--- config.mk ---
export PLATFORM = sky130hd
export DESIGN_NAME = pic_instruction_decoder_top
export DESIGN_NICKNAME = d
export VERILOG_FILES = /design/src/rtl/insdec_pkg.sv /design/src/rtl/insdec_decode.sv /design/src/rtl/pic_instruction_decoder_top.sv
export SDC_FILE = /design/constraint.sdc
export NUM_CORES = 1
export LEC_CHECK = 0
export BUFFER_PORTS_ARGS = -buffer_cell sky130_fd_sc_hd__buf_2
export CAP_MARGIN = 20
export CORE_UTILIZATION = 57
export DETAILED_ROUTE_END_ITERATION = 8
export GPL_ROUTABILITY_DRIVEN = 0
export HOLD_SLACK_MARGIN = 0.12
export PLACE_DENSITY = 0.82
export SLEW_MARGIN = 20
export SYNTH_ARGS = -nofsm -noshare
export SYNTH_HDL_FRONTEND = slang
export SYNTH_HIERARCHICAL = 1
export SYNTH_SLANG_ARGS = --single-unit
--- constraint.sdc ---
create_clock -name aclk -period 8.75 [get_ports aclk]
set_input_delay 1.3125 -clock aclk [delete_from_list [all_inputs] [get_ports aclk]]
set_output_delay 1.3125 -clock aclk [all_outputs]
set_load 0.01 [all_outputs]
--- src/rtl/insdec_pkg.sv ---
// shared types and constants of the instruction decoder
package insdec_pkg;

    // instruction word width and mnemonic code width
    localparam int unsigned WORD_W = 14;
    localparam int unsigned MNEM_W = 6;

    // format selection after reset: 1 = 14-bit mid-range
    localparam logic ISA_MODE_RESET = 1'b1;
    localparam logic ISA_BASELINE   = 1'b0;

    // dense mnemonic codes
    typedef enum logic [MNEM_W-1:0] {
        MN_NOP    = 6'd0,
        MN_OPTION = 6'd1,
        MN_SLEEP  = 6'd2,
        MN_CLRWDT = 6'd3,
        MN_TRIS   = 6'd4,
        MN_MOVWF  = 6'd5,
        MN_CLRW   = 6'd6,
        MN_CLRF   = 6'd7,
        MN_SUBWF  = 6'd8,
        MN_DECF   = 6'd9,
        MN_IORWF  = 6'd10,
        MN_ANDWF  = 6'd11,
        MN_XORWF  = 6'd12,
        MN_ADDWF  = 6'd13,
        MN_MOVF   = 6'd14,
        MN_COMF   = 6'd15,
        MN_INCF   = 6'd16,
        MN_DECFSZ = 6'd17,
        MN_RRF    = 6'd18,
        MN_RLF    = 6'd19,
        MN_SWAPF  = 6'd20,
        MN_INCFSZ = 6'd21,
        MN_BCF    = 6'd22,
        MN_BSF    = 6'd23,
        MN_BTFSC  = 6'd24,
        MN_BTFSS  = 6'd25,
        MN_GOTO   = 6'd26,
        MN_CALL   = 6'd27,
        MN_RETLW  = 6'd28,
        MN_MOVLW  = 6'd29,
        MN_IORLW  = 6'd30,
        MN_ANDLW  = 6'd31,
        MN_XORLW  = 6'd32,
        MN_RETURN = 6'd33,
        MN_RETFIE = 6'd34,
        MN_SUBLW  = 6'd35,
        MN_ADDLW  = 6'd36,
        MN_DATA   = 6'd37
    } mnemonic_t;

    // one decoded instruction
    typedef struct packed {
        mnemonic_t         mnemonic;
        logic [6:0]        file_addr;
        logic              dest_is_file;
        logic [2:0]        bit_index;
        logic [7:0]        literal;
        logic [10:0]       target;
        logic [2:0]        tris_port;
        logic [WORD_W-1:0] raw_word;
    } decode_result_t;

endpackage

--- src/rtl/insdec_decode.sv ---
// combinational decode of one baseline or mid-range program word
module insdec_decode (
    input  logic                           isa_mode,
    input  logic [insdec_pkg::WORD_W-1:0]  instr_word,
    output insdec_pkg::decode_result_t     result
);
    import insdec_pkg::*;

    logic [11:0] w12;
    logic [13:0] w14;

    assign w12 = instr_word[11:0];
    assign w14 = instr_word[13:0];

    always_comb begin
        result          = '0;
        result.mnemonic = MN_DATA;
        if (isa_mode == ISA_BASELINE) begin
            // 12-bit baseline format
            result.raw_word = {2'b00, w12};
            unique case (w12[11:10])
                2'b00: begin
                    if (w12[9:6] == 4'd0) begin
                        // control words and movwf
                        if (w12[5]) begin
                            result.mnemonic  = MN_MOVWF;
                            result.file_addr = {2'b00, w12[4:0]};
                        end else begin
                            unique case (w12[7:0]) inside
                                8'h00: result.mnemonic = MN_NOP;
                                8'h02: result.mnemonic = MN_OPTION;
                                8'h03: result.mnemonic = MN_SLEEP;
                                8'h04: result.mnemonic = MN_CLRWDT;
                                8'h05, 8'h06, 8'h07: begin
                                    result.mnemonic  = MN_TRIS;
                                    result.tris_port = w12[2:0];
                                end
                                default: result.mnemonic = MN_DATA;
                            endcase
                        end
                    end else if (w12[9:6] == 4'd1) begin
                        // clear group
                        if (w12[7:0] == 8'h40) begin
                            result.mnemonic = MN_CLRW;
                        end else if (w12[5]) begin
                            result.mnemonic  = MN_CLRF;
                            result.file_addr = {2'b00, w12[4:0]};
                        end
                    end else begin
                        // byte operations
                        result.mnemonic     = mnemonic_t'(6'(MN_CLRW) + {2'b00, w12[9:6]});
                        result.file_addr    = {2'b00, w12[4:0]};
                        result.dest_is_file = w12[5];
                    end
                end
                2'b01: begin
                    // bit operations
                    result.mnemonic  = mnemonic_t'(6'(MN_BCF) + {4'b0000, w12[9:8]});
                    result.file_addr = {2'b00, w12[4:0]};
                    result.bit_index = w12[7:5];
                end
                2'b10: begin
                    // goto, call, retlw
                    if (w12[9]) begin
                        result.mnemonic = MN_GOTO;
                        result.target   = {2'b00, w12[8:0]};
                    end else if (w12[8]) begin
                        result.mnemonic = MN_CALL;
                        result.literal  = w12[7:0];
                        result.target   = {3'b000, w12[7:0]};
                    end else begin
                        result.mnemonic = MN_RETLW;
                        result.literal  = w12[7:0];
                    end
                end
                default: begin
                    // literal operations
                    result.mnemonic = mnemonic_t'(6'(MN_MOVLW) + {4'b0000, w12[9:8]});
                    result.literal  = w12[7:0];
                end
            endcase
        end else begin
            // 14-bit mid-range format
            result.raw_word = w14;
            unique case (w14[13:12])
                2'b00: begin
                    if (w14[11:8] == 4'd0) begin
                        // control words and movwf
                        if (w14[7]) begin
                            result.mnemonic  = MN_MOVWF;
                            result.file_addr = w14[6:0];
                        end else begin
                            unique case (w14[7:0]) inside
                                8'h08: result.mnemonic = MN_RETURN;
                                8'h09: result.mnemonic = MN_RETFIE;
                                8'h62: result.mnemonic = MN_OPTION;
                                8'h63: result.mnemonic = MN_SLEEP;
                                8'h64: result.mnemonic = MN_CLRWDT;
                                8'h65, 8'h66, 8'h67: begin
                                    result.mnemonic  = MN_TRIS;
                                    result.tris_port = w14[2:0];
                                end
                                8'h00, 8'h20, 8'h40, 8'h60: result.mnemonic = MN_NOP;
                                default: result.mnemonic = MN_DATA;
                            endcase
                        end
                    end else if (w14[11:8] == 4'd1) begin
                        // clear group
                        if (w14[7:0] == 8'h03) begin
                            result.mnemonic = MN_CLRW;
                        end else if (w14[7]) begin
                            result.mnemonic  = MN_CLRF;
                            result.file_addr = w14[6:0];
                        end
                    end else begin
                        // byte operations
                        result.mnemonic     = mnemonic_t'(6'(MN_CLRW) + {2'b00, w14[11:8]});
                        result.file_addr    = w14[6:0];
                        result.dest_is_file = w14[7];
                    end
                end
                2'b01: begin
                    // bit operations
                    result.mnemonic  = mnemonic_t'(6'(MN_BCF) + {4'b0000, w14[11:10]});
                    result.file_addr = w14[6:0];
                    result.bit_index = w14[9:7];
                end
                2'b10: begin
                    // goto and call
                    result.mnemonic = w14[11] ? MN_GOTO : MN_CALL;
                    result.target   = w14[10:0];
                end
                default: begin
                    // literal operations, opcode 1011 has no encoding
                    result.literal = w14[7:0];
                    unique case (w14[11:8]) inside
                        [4'd0:4'd3]:   result.mnemonic = MN_MOVLW;
                        [4'd4:4'd7]:   result.mnemonic = MN_RETLW;
                        4'd8:          result.mnemonic = MN_IORLW;
                        4'd9:          result.mnemonic = MN_ANDLW;
                        4'd10:         result.mnemonic = MN_XORLW;
                        4'd11: begin
                            result.mnemonic = MN_DATA;
                            result.literal  = '0;
                        end
                        4'd12, 4'd13:  result.mnemonic = MN_SUBLW;
                        default:       result.mnemonic = MN_ADDLW;
                    endcase
                end
            endcase
        end
    end

endmodule

--- src/rtl/pic_instruction_decoder_top.sv ---
// Instruction decoder top level: input register, decode logic, result register.
// A request accepted into the input register reaches m_valid through the result register.
// Throughput: one request per cycle; the input register and the result register
// form a two-entry pipeline with per-stage backpressure.
// Reset: aresetn (synchronous, active low) empties both stages and sets isa_mode to
// 14-bit mid-range.
module pic_instruction_decoder_top (
    input  logic                           aclk,
    input  logic                           aresetn,
    // configuration
    input  logic                           cfg_we,
    input  logic                           cfg_wdata,
    // request channel
    input  logic                           s_valid,
    output logic                           s_ready,
    input  logic [insdec_pkg::WORD_W-1:0]  s_instr_word,
    // result channel
    output logic                           m_valid,
    input  logic                           m_ready,
    output logic [insdec_pkg::MNEM_W-1:0]  m_mnemonic,
    output logic [6:0]                     m_file_addr,
    output logic                           m_dest_is_file,
    output logic [2:0]                     m_bit_index,
    output logic [7:0]                     m_literal,
    output logic [10:0]                    m_target,
    output logic [2:0]                     m_tris_port,
    output logic [insdec_pkg::WORD_W-1:0]  m_raw_word
);
    import insdec_pkg::*;

    logic                 isa_mode_reg;
    logic                 in_valid_reg;
    logic [WORD_W-1:0]    word_reg;
    logic                 out_valid_reg;
    decode_result_t       result_reg;
    decode_result_t       result_next;
    logic                 out_ready;

    // configuration register
    always_ff @(posedge aclk) begin
        if (!aresetn) begin
            isa_mode_reg <= ISA_MODE_RESET;
        end else if (cfg_we) begin
            isa_mode_reg <= cfg_wdata;
        end
    end

    // stage handshakes
    assign out_ready = !out_valid_reg || m_ready;
    assign s_ready   = !in_valid_reg || out_ready;

    // input register
    always_ff @(posedge aclk) begin
        if (!aresetn) begin
            in_valid_reg <= 1'b0;
        end else if (s_ready) begin
            in_valid_reg <= s_valid;
        end
    end

    always_ff @(posedge aclk) begin
        if (s_valid && s_ready) begin
            word_reg <= s_instr_word;
        end
    end

    // decode logic
    insdec_decode u_decode (
        .isa_mode   (isa_mode_reg),
        .instr_word (word_reg),
        .result     (result_next)
    );

    // result register
    always_ff @(posedge aclk) begin
        if (!aresetn) begin
            out_valid_reg <= 1'b0;
        end else if (out_ready) begin
            out_valid_reg <= in_valid_reg;
        end
    end

    always_ff @(posedge aclk) begin
        if (in_valid_reg && out_ready) begin
            result_reg <= result_next;
        end
    end

    // result outputs
    assign m_valid        = out_valid_reg;
    assign m_mnemonic     = result_reg.mnemonic;
    assign m_file_addr    = result_reg.file_addr;
    assign m_dest_is_file = result_reg.dest_is_file;
    assign m_bit_index    = result_reg.bit_index;
    assign m_literal      = result_reg.literal;
    assign m_target       = result_reg.target;
    assign m_tris_port    = result_reg.tris_port;
    assign m_raw_word     = result_reg.raw_word;

endmodule
**After elaboration in Yosys (flattened, before gate mapping)**

Index checks and enable logic that the tools add are counted.

- Add/sub/neg operators: 5
- Multiplexer cells: 49
- Reduce and logical (&&, ||, !) cells: 19
- Magnitude comparators: 4
- Equality and inequality tests: 29

Operator list:

| cell | count |
|---|---|
| one-hot mux 6 bit (7 select lines) | 2 |
| two-way mux 13 bit | 6 |
| equality test 8 x 7 -> 1 bit (second input constant) | 8 |
| two-way mux 53 bit | 1 |
| two-way mux 3 bit | 12 |
| one-hot mux 6 bit (3 select lines) | 2 |
| two-way mux 11 bit | 3 |
| equality test 8 x 3 -> 1 bit (second input constant) | 4 |
| two-way mux 8 bit | 4 |
| one-hot mux 6 bit (5 select lines) | 1 |
| one-hot mux 7 bit (2 select lines) | 2 |
| equality test 4 bit (second input constant) | 6 |
| two-way mux 6 bit | 4 |
| two-way mux 7 bit | 3 |
| adder 5 x 2 -> 6 bit (first input constant) | 3 |
| equality test 8 x 2 -> 1 bit (second input constant) | 2 |
| equality test 8 x 4 -> 1 bit (second input constant) | 2 |
| one-hot mux 8 bit (2 select lines) | 1 |
| adder 3 x 4 -> 5 bit (first input constant) | 2 |
| OR reduction 3 bit | 3 |
| equality test 4 x 1 -> 1 bit (second input constant) | 2 |
| equality test 8 x 6 -> 1 bit (second input constant) | 1 |
| logical NOT 4 bit | 2 |
| logical NOT 8 bit | 1 |
| other kinds (14) | 29 |

- Logic and storage cells: 119
- Output and inout bits: 55
- Input bits: 20
- Bits in registers: 70

**Depth between registers and ports, before layout**

- Depth in word-level cells: 7
- Mapped depth: 9
- Depth with buffers taken out: 7

**Modules after synthesis**

The synthesis kept the hierarchy.

Modules (own cells, without submodules):

| module | instances | area an instance (um^2) | seq. area each (um^2) | cells each |
|---|---|---|---|---|
| pic_instruction_decoder_top | 1 | 2,149.6 | 2,072.0 | 79 |
| insdec_decode | 1 | 1,537.7 | 0.0 | 234 |

**Worst setup path after synthesis**

No wires, ideal clock.

- Kind: input to register
- From: in m_ready
- To: reg result_reg, in the netlist m_bit_index[0] (enable)
- Cell stages on the path: 2
- Setup time: 0.469 ns
- Path buffers: 0
- Data required time: 8.281 ns
- Arrival time: 3.698 ns
- Setup slack: 4.583 ns
- Cells stage by stage: nor2b_4 > nor2b_1

- Cells in the longest elaborated chain, start to end: 2

RTL lines:

| what | RTL line | RTL |
|---|---|---|
| start: declaration | pic_instruction_decoder_top.sv:19 | `input logic m_ready,` |
| logical OR 1 bit | pic_instruction_decoder_top.sv:49 | `assign out_ready = !out_valid_reg \|\| m_ready;` |
| logical AND 1 bit | pic_instruction_decoder_top.sv:84 | `if (in_valid_reg && out_ready) begin` |
| end signal: assignment | pic_instruction_decoder_top.sv:85 | `result_reg <= result_next;` |
| end: declaration | pic_instruction_decoder_top.sv:35 | `decode_result_t result_reg;` |

Every way passes these cells.
A chain may end at the register's enable or synchronous reset.

**Worst setup path in the final report**

- From: in m_ready
- To: out s_ready

- Cells in the longest elaborated chain, start to end: 2

RTL lines:

| what | RTL line | RTL |
|---|---|---|
| logical OR 1 bit | pic_instruction_decoder_top.sv:49 |  |
| logical OR 1 bit | pic_instruction_decoder_top.sv:50 | `assign s_ready = !in_valid_reg \|\| out_ready;` |
| end: declaration | pic_instruction_decoder_top.sv:15 | `output logic s_ready,` |

Every way passes these cells.

==> results.toml <==
[hold_path]
min_from = "m_valid$_SDFFE_PN0P_"
min_path_type = "register to register"
min_to = "in_valid_reg$_SDFFE_PN0P_"
hold_depth = 2

[synth]
syn_avg_cell_area_sq_um = 11.78
synth_warnings = 6
synth_edf_count = 67
synth-seq-cells = 70
syn_area_sq_mm = 0.003687
ys_seq_area_share_pct = 56.19
synth_cells = 313
synth.net_count = 349
async_reset_ff_share_pct = 0
ys_types = 62
ys.flop_type = "edfxtp_1"

[final_layout]
multi_input_area_sq_mm = 0.001374
nets = 408
fillCellCount = 488
final_area_sq_mm = 0.004135
areaGrowthSynthToFinish_pct = 12.15
drive_above_1_share_pct = 27.06
final_cells = 452
regArea_sq_mm = 0.002072
antennaDiodeCount = 0

[placement]
portBuffers = 74
dpl_cell_area_sq_mm = 0.003966
post-place-cells = 436
dp.final_hpwl_um = 5213

[sta]
hold_viol_final = 0
setup_tns_ps = 0
slew_viol_final = 0
worstMarginPinSlew_ps = 820.8
final-setup-viol-count = 0
max_freq_mhz = 329.1
slew_headroom_pct = 45.21
period_needed_ps = 3039
skew_ps = 4.489
finalCritPeriodShare_pct = 34.73
rsz0062_at_grt = "no"

[routing]
wire_per_inst_um = 16.83
vias = 2727
drc = 0
antenna_left = 0
dr.pass1.iters = 7
drt_wl_total_um = 7605
viasPerCell = 6.033
drt_iter0_markers = 368

[floorplanning]
rows = 28
die_y_um = 82.43
start_util_pct = 60.49
dieArea_sq_mm = 0.006795
core_sq_mm = 0.006096
die_x_um = 82.43
ioPinCount = 75

[cts]
cts_root_buffer = "clkbuf_8"
cts_resized = 0
htreeDepth = 3
holdBufCountCts = 0
post_cts_buffers = 0
clkLatencyLatePin_ps = 340
numCtsBuffers = 9
cts_buffer_depth = 2
tritoncts = "built"
clk_pin_slew_worst_paths_ps = 70
cts_sinks = 70

[setup_path]
critPathKind = "primary input to output pin"
worstReg2RegEnd = "m_mnemonic[2]$_DFFE_PP_"
r2r_cells = 7
crit_start = "m_ready"
worstReg2RegStart = "word_reg[9]$_DFFE_PP_"
required_ps = 7440
rrSetupSlack_ps = 5880
arrival_ps = 1730
critPathLaunchType = "primary input"
worstSetupEndpointType = "output pin"
path_max_fanout = 2

[grt]
antenna_found_initial = 0
grt-ovfl-total = 0
grt_pass1_wl_um = 11900
grt_max_degree = 54
first_global_vias = 2404
gr-usage-all-layers_pct = 24.18

[run_status]
status = "finished clean"

[pwr]
p_per_area_mw_per_mm2 = 171.9
peakVddDrop_uv = 116.7
p_leak_nw = 1.601

[flow_run]
drv_cap = 0
[metrics by stage]
step | utilization, % | power (W) | hold slack, ps | setup slack (ps)
after global routing | 67.84 | 0.0007391 | 563.9 | 5653
after floorplan | - | 0.0004723 | 517.9 | 4583
after CTS | 67.77 | 0.0007132 | 540.7 | 5711
final | 67.84 | 0.0007108 | 545.2 | 5711
after detailed placement | 65.07 | 0.0004986 | 525.7 | 5712
after global placement | 65.07 | 0.0004953 | 523.0 | 5722
[cell usage in the layout (no fill, tap or decap), drive strengths merged, types with 4 or more instances in the layout]
master  instances
a21oi          14
a31oi           4
and2           18
buf            75
clkbuf          9
clkinv          4
edfxtp         67
ha             16
inv            14
nand2          31
nand3           7
nor2           14
nor2b          11
nor3            6
nor4            6
o21ai          19
or4             4
[cell usage after synthesis, types with 2 or more instances]
cell	instances	area [sq um]
nor3_1	6	30.03
or4_1	3	22.52
nand2_1	30	112.6
ha_1	16	200.2
buf_4	14	105.1
o2bb2ai_1	2	17.52
a21oi_1	14	70.07
clkbuf_1	5	18.77
inv_1	14	52.55
xnor2_1	2	17.52
o21a_1	2	15.01
a211oi_1	2	15.01
edfxtp_1	67	2012
clkbuf_8	2	27.53
nand4bb_1	2	22.52
a31o_1	2	17.52
a31oi_1	4	25.02
buf_6	3	33.78
dfxtp_1	3	60.06
nand4_1	3	18.77
o21ai_1	3	15.01
o211ai_1	2	15.01
buf_2	3	15.01
a2111oi_0	2	17.52
a221oi_2	2	30.03
nor2_1	14	52.55
nor2b_1	10	62.56
and2_1	18	112.6
o311ai_0	2	17.52
o21ai_0	16	80.08
nor4_1	5	31.28
o31ai_1	3	22.52
and3_1	2	12.51
nand3_1	7	35.03
[worst max-delay path by stage]
stage                          endpoint  slack (ps)  cells after the start
6_report                        s_ready        5710                      3
4_1_cts                         s_ready        5710                      3
3_3_place_gp                    s_ready        5720                      3
5_1_grt         m_mnemonic[2]$_DFFE_PP_        5650                      7
3_5_place_dp                    s_ready        5710                      3
2_1_floorplan  m_bit_index[0]$_DFFE_PP_        4580                      2
[cells by family (layout without fill, tap and decap cells)]
logic type | Yosys count | after routing | share of synthesized area, %
compound gates | 71 | 71 | 13.37
flops | 70 | 70 | 56.19
simple gates | 112 | 112 | 17.41
mux | 1 | 1 | 0.2715
xor+xnor | 2 | 2 | 0.4751
buf+inv | 41 | 105 | 6.854
fa+ha+maj | 16 | 16 | 5.429
[where the power goes]
part	total [W]	leakage (nW)	switching (W)	internal, W
logic	0.0000866	0.865	0.0000527	0.0000339
clock network	0.000218	0.0784	0.000118	0.0000999
registers	0.000406	0.658	0.0000167	0.000390
[cell type report]
type	instances	share of cell area, %
multi-input combinational	202	33.22
timing repair buffer	75	9.138
clock inverter	7	0.9985
sequential	70	50.11
tap	75	2.269
clock buffer	9	2.995
inverter	14	1.271
[critical path: stages]
cell and delay (ps):
buf_2 120, nand3b_4 150, buf_2 140
[layer usage]
layer / vias up / track usage [%] / share of wire (%)
met4: 0 / 12.98 / 2.7
met2: 158 / 36.28 / 47
met1: 1275 / 32.75 / 42
met3: 28 / 5.275 / 8.2
met5: - / 0 / 0
li1: 1266 / - / -
No activity file was read; power rests on OpenSTA's default activity.
